## src/rtl/core/radar_frame_parser_defines.svh

```systemverilog
// Assertion macros shared by the frame parser RTL.
// Depends on nothing; the asserting modules must have clk and rst in scope.
`ifndef RADAR_FRAME_PARSER_DEFINES_SVH
`define RADAR_FRAME_PARSER_DEFINES_SVH
`ifndef SYNTHESIS
// Same-cycle implication, sampled on the rising clock edge outside reset.
`define RFP_ASSERT_NOW(lbl, ante, cons) \
  lbl: assert property (@(posedge clk) disable iff (rst) (ante) |-> (cons)) \
    else $error("frame parser check failed");
// Next-cycle implication, sampled on the rising clock edge outside reset.
`define RFP_ASSERT_NEXT(lbl, ante, cons) \
  lbl: assert property (@(posedge clk) disable iff (rst) (ante) |=> (cons)) \
    else $error("frame parser check failed");
`else
`define RFP_ASSERT_NOW(lbl, ante, cons)
`define RFP_ASSERT_NEXT(lbl, ante, cons)
`endif
`endif

```

## src/rtl/core/rfp_pkg.sv

```systemverilog
// Shared constants and the result type of the radar frame parser.
// Used by rfp_core and radar_frame_parser; depends on nothing.
package rfp_pkg;

  localparam logic [7:0] SYNC_BYTE = 8'hAA;
  localparam logic [7:0] ID_RANGE  = 8'h0C;
  localparam logic [7:0] ID_ROLL   = 8'h0B;

  // Frame positions that carry meaning.
  localparam logic [3:0] POS_FIRST_BODY = 4'd2;
  localparam logic [3:0] POS_SUM_FIRST  = 4'd4;
  localparam logic [3:0] POS_ROLL       = 4'd5;
  localparam logic [3:0] POS_RANGE_HI   = 4'd6;
  localparam logic [3:0] POS_RANGE_LO   = 4'd7;
  localparam logic [3:0] POS_LAST_BODY  = 4'd10;

  localparam logic KIND_RANGE = 1'b0;
  localparam logic KIND_ROLL  = 1'b1;

  typedef struct packed {
    logic        kind;
    logic [15:0] range_cm;
    logic [7:0]  roll_value;
  } result_t;

endpackage

```

## src/rtl/core/rfp_core.sv

```systemverilog
// Frame parsing state machine: sync hunt, body capture, running checksum
// and result decode for one byte per step. Depends on rfp_pkg.
`include "radar_frame_parser_defines.svh"

module rfp_core (
  input  logic             clk,
  input  logic             rst,
  input  logic             step,
  input  logic [7:0]       rx_byte,
  output logic             hit,
  output rfp_pkg::result_t result
);

  localparam logic [1:0] PH_HUNT  = 2'd0;
  localparam logic [1:0] PH_SYNC1 = 2'd1;
  localparam logic [1:0] PH_BODY  = 2'd2;
  localparam logic [1:0] PH_CHECK = 2'd3;

  logic [1:0] phase, phase_next;
  logic [3:0] pos, pos_next;

  // Only the frame bytes that are ever read are kept, plus the running sum.
  logic [7:0] frame_id;
  logic [7:0] roll_byte;
  logic [7:0] range_hi;
  logic [7:0] range_lo;
  logic [7:0] sum;

  logic store;

  always_comb begin
    phase_next = phase;
    pos_next   = pos;
    store      = 1'b0;
    hit        = 1'b0;
    result     = '0;
    case (phase)
      PH_SYNC1: begin
        if (rx_byte == rfp_pkg::SYNC_BYTE) begin
          phase_next = PH_BODY;
          pos_next   = rfp_pkg::POS_FIRST_BODY;
        end else begin
          phase_next = PH_HUNT;
          pos_next   = 4'd0;
        end
      end
      PH_BODY: begin
        store    = 1'b1;
        pos_next = pos + 4'd1;
        if (pos == rfp_pkg::POS_LAST_BODY) begin
          phase_next = PH_CHECK;
        end
      end
      PH_CHECK: begin
        if (rx_byte == sum) begin
          if (frame_id == rfp_pkg::ID_RANGE) begin
            hit             = 1'b1;
            result.kind     = rfp_pkg::KIND_RANGE;
            result.range_cm = {range_hi, range_lo};
          end else if (frame_id == rfp_pkg::ID_ROLL) begin
            hit               = 1'b1;
            result.kind       = rfp_pkg::KIND_ROLL;
            result.roll_value = roll_byte;
          end
        end
        phase_next = PH_HUNT;
        pos_next   = 4'd0;
      end
      default: begin
        if (rx_byte == rfp_pkg::SYNC_BYTE) begin
          phase_next = PH_SYNC1;
          pos_next   = 4'd1;
        end else begin
          phase_next = PH_HUNT;
          pos_next   = 4'd0;
        end
      end
    endcase
    if (!step) begin
      hit = 1'b0;
    end
  end

  always_ff @(posedge clk) begin
    if (rst) begin
      phase <= PH_HUNT;
      pos   <= 4'd0;
    end else if (step) begin
      phase <= phase_next;
      pos   <= pos_next;
    end
  end

  always_ff @(posedge clk) begin
    if (step && store) begin
      if (pos == rfp_pkg::POS_FIRST_BODY) begin
        frame_id <= rx_byte;
      end
      if (pos == rfp_pkg::POS_ROLL) begin
        roll_byte <= rx_byte;
      end
      if (pos == rfp_pkg::POS_RANGE_HI) begin
        range_hi <= rx_byte;
      end
      if (pos == rfp_pkg::POS_RANGE_LO) begin
        range_lo <= rx_byte;
      end
      // The checksum covers positions 4 to 10 and wraps at eight bits.
      if (pos == rfp_pkg::POS_SUM_FIRST) begin
        sum <= rx_byte;
      end else if (pos > rfp_pkg::POS_SUM_FIRST) begin
        sum <= sum + rx_byte;
      end
    end
  end

  `RFP_ASSERT_NOW(a_hit_only_on_check, hit, step && phase == PH_CHECK)
  `RFP_ASSERT_NOW(a_body_pos_range, phase == PH_BODY,
                  pos >= rfp_pkg::POS_FIRST_BODY && pos <= rfp_pkg::POS_LAST_BODY)
  `RFP_ASSERT_NEXT(a_last_body_to_check,
                   step && phase == PH_BODY && pos == rfp_pkg::POS_LAST_BODY,
                   phase == PH_CHECK)

endmodule

```

## src/rtl/core/radar_frame_parser.sv

```systemverilog
// Top level of the radar frame parser: input byte register, parser core
// and output result register. Depends on rfp_pkg and rfp_core.
//
// Usage: the radar's received bytes enter on the s_axis stream, one byte
// per word. The block hunts for two 0xAA sync bytes, captures frame
// positions 2 to 10 and checks the twelfth byte against the 8-bit sum of
// positions 4 to 10. A good frame with id 0x0C gives a range word
// (m_axis_tuser = 0), one with id 0x0B a roll-count word (m_axis_tuser = 1);
// bad or other frames give nothing and the hunt restarts.
// Throughput is one byte per cycle while the output register is free,
// set by the combinational parser step between the input register and
// the output register. A result is taken into the output register from
// the checksum byte held in the input register; while the output
// register stays full, that byte waits in the input register.
// Reset clears the parser to hunting and empties both registers.
// When the receiver stalls, the result word holds; the input register
// still advances while the output register is empty or being drained, so
// one byte can wait in the input register before s_axis_tready drops.
`include "radar_frame_parser_defines.svh"

module radar_frame_parser (
  input  logic        clk,
  input  logic        rst,
  input  logic        s_axis_tvalid,
  output logic        s_axis_tready,
  input  logic [7:0]  s_axis_tdata,  // [7:0] rx_byte
  output logic        m_axis_tvalid,
  input  logic        m_axis_tready,
  output logic [23:0] m_axis_tdata,  // [15:0] range_cm, [23:16] roll_value
  output logic        m_axis_tuser   // [0] result_kind
);

  logic       in_valid;
  logic [7:0] in_byte;
  logic       out_free;
  logic       step;

  logic             hit;
  rfp_pkg::result_t core_result;
  rfp_pkg::result_t out_result;

  assign out_free      = !m_axis_tvalid || m_axis_tready;
  assign step          = in_valid && out_free;
  assign s_axis_tready = !in_valid || out_free;

  always_ff @(posedge clk) begin
    if (rst) begin
      in_valid <= 1'b0;
    end else if (s_axis_tready) begin
      in_valid <= s_axis_tvalid;
    end
  end

  always_ff @(posedge clk) begin
    if (s_axis_tvalid && s_axis_tready) begin
      in_byte <= s_axis_tdata;
    end
  end

  rfp_core u_core (
    .clk     (clk),
    .rst     (rst),
    .step    (step),
    .rx_byte (in_byte),
    .hit     (hit),
    .result  (core_result)
  );

  always_ff @(posedge clk) begin
    if (rst) begin
      m_axis_tvalid <= 1'b0;
    end else if (out_free) begin
      m_axis_tvalid <= hit;
    end
  end

  always_ff @(posedge clk) begin
    if (hit) begin
      out_result <= core_result;
    end
  end

  assign m_axis_tdata = {out_result.roll_value, out_result.range_cm};
  assign m_axis_tuser = out_result.kind;

  `RFP_ASSERT_NEXT(a_input_holds_on_stall, in_valid && !out_free,
                   in_valid && $stable(in_byte))
  `RFP_ASSERT_NEXT(a_output_drains, m_axis_tvalid && m_axis_tready && !hit,
                   !m_axis_tvalid)
  `RFP_ASSERT_NOW(a_roll_has_no_range,
                  m_axis_tvalid && m_axis_tuser == rfp_pkg::KIND_ROLL,
                  m_axis_tdata[15:0] == 16'd0)

endmodule
```

## config.mk

```make
export PLATFORM = sky130hd
export DESIGN_NAME = radar_frame_parser
export DESIGN_NICKNAME = d
export VERILOG_FILES = /design/src/rtl/core/rfp_pkg.sv /design/src/rtl/core/rfp_core.sv /design/src/rtl/core/radar_frame_parser.sv
export VERILOG_INCLUDE_DIRS = /design/src /design/src/rtl/core
export SDC_FILE = /design/constraint.sdc
export NUM_CORES = 1
export LEC_CHECK = 0
export BUFFER_PORTS_ARGS = -buffer_cell sky130_fd_sc_hd__clkbuf_2
export CAP_MARGIN = 10
export CORE_MARGIN = 5
export CORE_UTILIZATION = 40
export DETAILED_ROUTE_END_ITERATION = 10
export PLACE_DENSITY = 0.61
export SETUP_SLACK_MARGIN = 0.3
export SKIP_LAST_GASP = 1
export SLEW_MARGIN = 20
export SYNTH_ARGS = -nofsm -noshare
export SYNTH_HDL_FRONTEND = slang
export SYNTH_SLANG_ARGS = --single-unit
```

## constraint.sdc

```tcl
create_clock -name clk -period 7.6 [get_ports clk]
set_clock_uncertainty 0.1 [all_clocks]
set_input_delay 1.52 -clock clk [delete_from_list [all_inputs] [get_ports clk]]
set_output_delay 1.52 -clock clk [all_outputs]
set_load 0.01 [all_outputs]
```

==> results_dict.tcl, run 1 <==
set metrics [dict create \
    critPathMaxFanout 2 \
    fmax_ghz 0.2787 \
    synth_nets 266 \
    cts_tree "built" \
    clock_path_buffers 2 \
    period_needed_ps 3588 \
    powerDensity_mw_per_mm2 206.3 \
    syn_area_sq_mm 0.003387 \
    routed-via-count 1946 \
    yosysMostFrequentCell "edfxtp_1" \
    clk_latency_ps 350 \
    io_pins 39 \
    yosys.area.top_type_share_pct 64.72 \
    relSlewSlack_pct 30.47 \
    synth_compound_area_share_pct 5.209 \
    drc_errors 0 \
    setup.worst_path.end "s_axis_tready" \
    final_util_pct 46.98 \
    numCtsBuffers 9 \
    tightestPinTransition_ps 1041 \
    ys_warn_count 0 \
    crit_required_ps 5980 \
    place_area_sq_mm 0.003679 \
    worst_r2r_path_depth 6 \
    yosysTopAreaCell "edfxtp_1" \
    synth_fa_ha_area_share_pct 4.655 \
    rrSetupSlack_ps 4200 \
    fin_cells 395 \
    crit_start "m_axis_tready" \
    path_clk_slew_ps 90 \
    reg2reg_to "m_axis_tdata[6]" \
    wire_per_inst_um 14.23 \
    root_buffer "clkbuf_8" \
    grt.total_usage_pct 11.68 \
    area_growth_pct 13.96 \
    ant_nets 0 \
    initial_core_util_pct 41.22 \
    htree_num_levels 3 \
    ys_seq_area_share_pct 69.45 \
    synthArstFlopShare_pct 0 \
    ys.flop_type "edfxtp_1" \
    cts_setup_buffers 0 \
    ctsResizeCount 0 \
    setup_viol 0 \
    grt_max_degree 26 \
    num_antenna_cells 0 \
    maxCapViolations 0 \
    syn_avg_cell_area_sq_um 14.00 \
    startpoint_type "input pin" \
    total_leakage_power_nw 1.321 \
    hold_class "flip-flop to flip-flop" \
    synth-simple-area-share_pct 16.44 \
    hold_viol 0 \
    overflow 0 \
    setup_tns_ps 0 \
    drive_gt1_share_pct 20.69 \
    synthCells 242 \
    status "complete, no violations" \
    antenna_found_initial 0 \
    cts.sinks 81 \
    port-buffer-count 38 \
    finish.instance_area_sq_mm 0.003860 \
    ys_seq_elements 81 \
    core_area_sq_mm 0.008217 \
    synth_top_cells_by_count "edfxtp_1 (73), and2_1 (25), nor2_1 (17)" \
    grt_first_pass_wirelength_mm 8.983 \
    worst_hold_slack_ps 413.2 \
    critPathKind "input pin to primary output" \
    finalMaxSlewViolations 0 \
    ys_types 45 \
    peakVddDrop_v 0.0001072 \
    synth-xor-area-share_pct 1.293 \
    synth_edf_count 73 \
    synth_top_family_by_area "simple AND/OR/NAND/NOR gates" \
    dp_cells 379 \
    crit-reg2reg-launch "in_byte[5]" \
    place.gp.congestion 0.8594 \
    core.rowCount 33 \
    ctsHoldBuffers 0 \
    dp_hpwl_mm 3.864 \
    fin_nets 309 \
    grt_pass1_vias 1822 \
    ys_top_cells_by_area "edfxtp_1 (65%), dfxtp_1 (4.7%), and2_1 (4.6%), ha_1 (4.1%), a21oi_1 (2.4%)" \
    rsz0062_at_grt "false" \
    die_w_um 102.0 \
    die_area_sq_mm 0.01041 \
    cp.arrival_ps 1970 \
    routed_wl_mm 5.619 \
    via_per_inst 4.927 \
    firstDrtPassIters 4 \
    die_h_um 102.0 \
    setup.worst_path.end_class "primary output" \
    synthMuxAreaShare_pct 0.6280 \
    drtIter0Drc 76 \
    fin_crit_sh_pct 47.21 \
]
-- cell families (layout without fill, tap and decap cells) --
group | count (synthesis) | in the layout
and+or+nand+nor | 93 | 93
DFF | 81 | 81
AOI/OAI and AO/OA | 31 | 31
buffers and inverters | 18 | 66
adders and majority gates | 12 | 12
xor gates and xnor gates | 5 | 5
muxes | 2 | 2
-- report_power, final --
group / total (mW) / switching [mW] / internal, mW
Clock: 0.281 / 0.160 / 0.121
Sequential: 0.493 / 0.00670 / 0.486
Combinational: 0.0233 / 0.0130 / 0.0103
Total: 0.796 / 0.180 / 0.617
-- state kept, by name (all words and copies together) (netlist names), named ones only --
name              cells
m_axis_tvalid         1
u_core.range_lo       8
u_core.roll_byte      8
m_axis_tdata         24
u_core.range_hi       8
u_core.frame_id       8
u_core.sum            8
in_valid              1
m_axis_tuser          1
u_core.pos            4
in_byte               8
u_core.phase          1
-- worst min-delay path by stage --
stage / start / to / cells after the start
global route: u_core.range_lo[4] / m_axis_tdata[4] / 1
floorplan: u_core.phase[0] / u_core.phase[0] / 2
finish: u_core.range_lo[4] / m_axis_tdata[4] / 1
CTS: u_core.range_lo[4] / m_axis_tdata[4] / 1
global placement: u_core.range_lo[2] / m_axis_tdata[2] / 1
detailed placement: u_core.range_lo[4] / m_axis_tdata[4] / 1
-- cell usage in the layout, fill, tap and decap left out, types with 2 or more instances in the layout --
master | Yosys | final
nor2b_1 | 5 | 5
dfxtp_1 | 8 | 8
clkbuf_8 | 0 | 9
xnor2_1 | 2 | 2
nand2b_1 | 3 | 3
nor2_1 | 17 | 17
nor3_1 | 3 | 3
o22ai_1 | 2 | 2
clkinvlp_4 | 0 | 3
clkbuf_2 | 0 | 38
inv_6 | 0 | 3
ha_1 | 11 | 11
nor4_2 | 2 | 2
and2_1 | 25 | 25
nand2_1 | 15 | 15
inv_1 | 11 | 11
xor2_1 | 3 | 3
o21ai_1 | 3 | 3
a21oi_1 | 16 | 16
o21ai_0 | 4 | 4
nand3_1 | 4 | 4
and3_1 | 2 | 2
or4_1 | 2 | 2
or3_1 | 4 | 4
edfxtp_1 | 73 | 73
-- per-stage QoR --
step	worst slack [ps]	power, mW
2_1_floorplan	4142	0.5163
5_1_grt	3829	0.8275
6_report	4012	0.7964
3_5_place_dp	3738	0.5262
4_1_cts	3822	0.8043
3_3_place_gp	3859	0.5256
-- critical path, cell delays in order --
cell and delay (ps):
clkbuf_2 80, nor2b_1 140, nand2_1 90, clkbuf_2 130
-- final cells by class --
class	count	area, sq um
Sequential cell	81	2352
Clock buffer	9	123.9
Multi-Input combinational cell	143	960.9
Fill cell	728	4357
Inverter	11	41.29
Tap cell	105	131.4
Clock inverter	7	52.55
Timing Repair Buffer	39	197.7
-- layer usage --
metal / global-route usage [%] / routed length, um
met5: 0 / 0
met3: 3.823 / 355
met4: 5.752 / 94
met1: 15.58 / 2589
met2: 17.19 / 2580
No activity file was read; power rests on OpenSTA's default activity.
==> run 2, diff against run 1 <==
==> constraint.sdc (replaced) <==
create_clock -name clk -period 3.35 [get_ports clk]
set_clock_uncertainty 0.1 [all_clocks]
set_input_delay 0.67 -clock clk [delete_from_list [all_inputs] [get_ports clk]]
set_output_delay 0.67 -clock clk [all_outputs]
set_load 0.01 [all_outputs]
==> results_dict.tcl, run 2 (synthesis results as in run 1) <==
set metrics [dict create \
    status "complete, no violations" \
    drtIter0Drc 88 \
    dp_hpwl_mm 4.132 \
    critPathKind "flip-flop to flip-flop" \
    finalWorstSetupSlack_ps 615.2 \
    clock_path_buffers 2 \
    dp_cells 385 \
    crit_required_ps 3280 \
    min_path_cells 1 \
    setup_tns_ps 0 \
    layout_commonest_cell "edfxtp_1" \
    p_comb_share_pct 2.5 \
    critPathMaxFanout 25 \
    grt_first_pass_wirelength_mm 9.570 \
    p_int_mw 1.697 \
    p_switching_mw 0.3903 \
    tightestPinTransition_ps 467.4 \
    worst_r2r_path_depth 8 \
    drc_errors 0 \
    cts.sinks 81 \
    worst_hold_slack_ps 398.8 \
    antenna_found_initial 0 \
    relSlewSlack_pct 68.58 \
    core.rowCount 33 \
    routed_wl_mm 5.938 \
    root_buffer "clkbuf_8" \
    hold_class "input pin to flip-flop" \
    cp_top_family "simple AND/OR/NAND/NOR gates" \
    overflow 0 \
    power_frac_seq_pct 53.5 \
    cts_setup_buffers 0 \
    routed-via-count 1979 \
    critical_path.n_buffers_inverters 2 \
    hold_viol 0 \
    place.gp.congestion 0.7944 \
    largest_register_ffs 24 \
    clkPwrFrac_pct 44.0 \
    drive_gt1_share_pct 22.30 \
    fmax_ghz 0.3657 \
    netSwitchingFraction_pct 18.70 \
    crit_chain "ha_1, nor4b_4, nand4_2, nor4_2, buf_4, nor2_1, nor2_2, buf_6" \
    clk_latency_ps 340 \
    fin_crit_sh_pct 81.64 \
    fin_nets 315 \
    fin_cells 401 \
    period_needed_ps 2735 \
    core_area_sq_mm 0.008217 \
    die_h_um 102.0 \
    cp.arrival_ps 2670 \
    grt_max_degree 26 \
    htree_num_levels 3 \
    finalMaxSlewViolations 0 \
    setup.worst_path.end_class "flip-flop" \
    slowest_stage "edfxtp_1" \
    grt.total_usage_pct 12.26 \
    critPathMaxStageDelay_ps 480 \
    initial_core_util_pct 41.22 \
    path_clk_slew_ps 80 \
    maxCapViolations 0 \
    peakVddDrop_v 0.0002690 \
    via_per_inst 4.935 \
    die_area_sq_mm 0.01041 \
    ant_nets 0 \
    numCtsBuffers 9 \
    area_growth_pct 17.88 \
    num_antenna_cells 0 \
    startpoint_type "flip-flop" \
    rsz0062_at_grt "false" \
    die_w_um 102.0 \
    total_leakage_power_nw 1.405 \
    grt_pass1_vias 1957 \
    setup_viol 0 \
    pre_cts_ws_ps 524.3 \
    power_mw 2.087 \
    powerDensity_mw_per_mm2 522.8 \
    wire_per_inst_um 14.81 \
    crit_cells 8 \
    io_pins 39 \
    layout_common_cells "edfxtp_1 (73), clkbuf_2 (38), and2_1 (25)" \
    port-buffer-count 38 \
    cts_tree "built" \
    firstDrtPassIters 4 \
]
## run 2: cell types whose count changed in the layout (fill, tap and decap cells not counted), sizes merged
cell and delta:
clkinvlp -3, buf +6, bufinv +4, inv -2
clkinv +1
## run 2: path summary, 6_finish.rpt
path | startpoint | to | slack (ps)
min | s_axis_tdata[0] | in_byte[0] | 400
max | in_byte[5] | m_axis_tdata[14] | 620
max reg2reg | in_byte[5] | m_axis_tdata[14] | 620
min reg2reg | u_core.range_hi[6] | m_axis_tdata[14] | 420
## run 2: metrics by stage
step,cell area [sq um],utilization (%)
finish,3993,48.59
global route,3993,48.59
CTS,3989,48.55
detailed placement,3724,45.32
global placement,3724,45.32
floorplan,3387,-
## run 2: cell type report
type / count / area, sq um
Multi-Input combinational cell: 143 / 955.9
Inverter: 11 / 41.29
Sequential cell: 81 / 2352
Timing Repair Buffer: 45 / 246.5
Clock buffer: 9 / 123.9
Tap cell: 105 / 131.4
Clock inverter: 7 / 141.4
Fill cell: 734 / 4224
## run 2: power by group through the flow
stage | logic (mW) | clock network (mW) | registers (mW)
after floorplan | 0.0386 | 0 | 1.13
after global placement | 0.0529 | 0 | 1.14
after detailed placement | 0.0534 | 0 | 1.14
after CTS | 0.0537 | 0.937 | 1.12
after global routing | 0.0600 | 0.978 | 1.12
final | 0.0532 | 0.918 | 1.12
## run 2: repair_timing
item                                    in CTS  in global routing
hold buffers                                 0                  0
resized for setup                            0                  1
endpoints found under the setup margin       0                  8
## run 2: per-layer routing
metal  part of all wire, %  vias up  GRT usage (%)
met4                   1.8        0          5.651
met2                    46       57          19.99
li1                      -      979              -
met1                    46      934          15.65
met3                   6.3        9          2.662
met5                     0        -              0
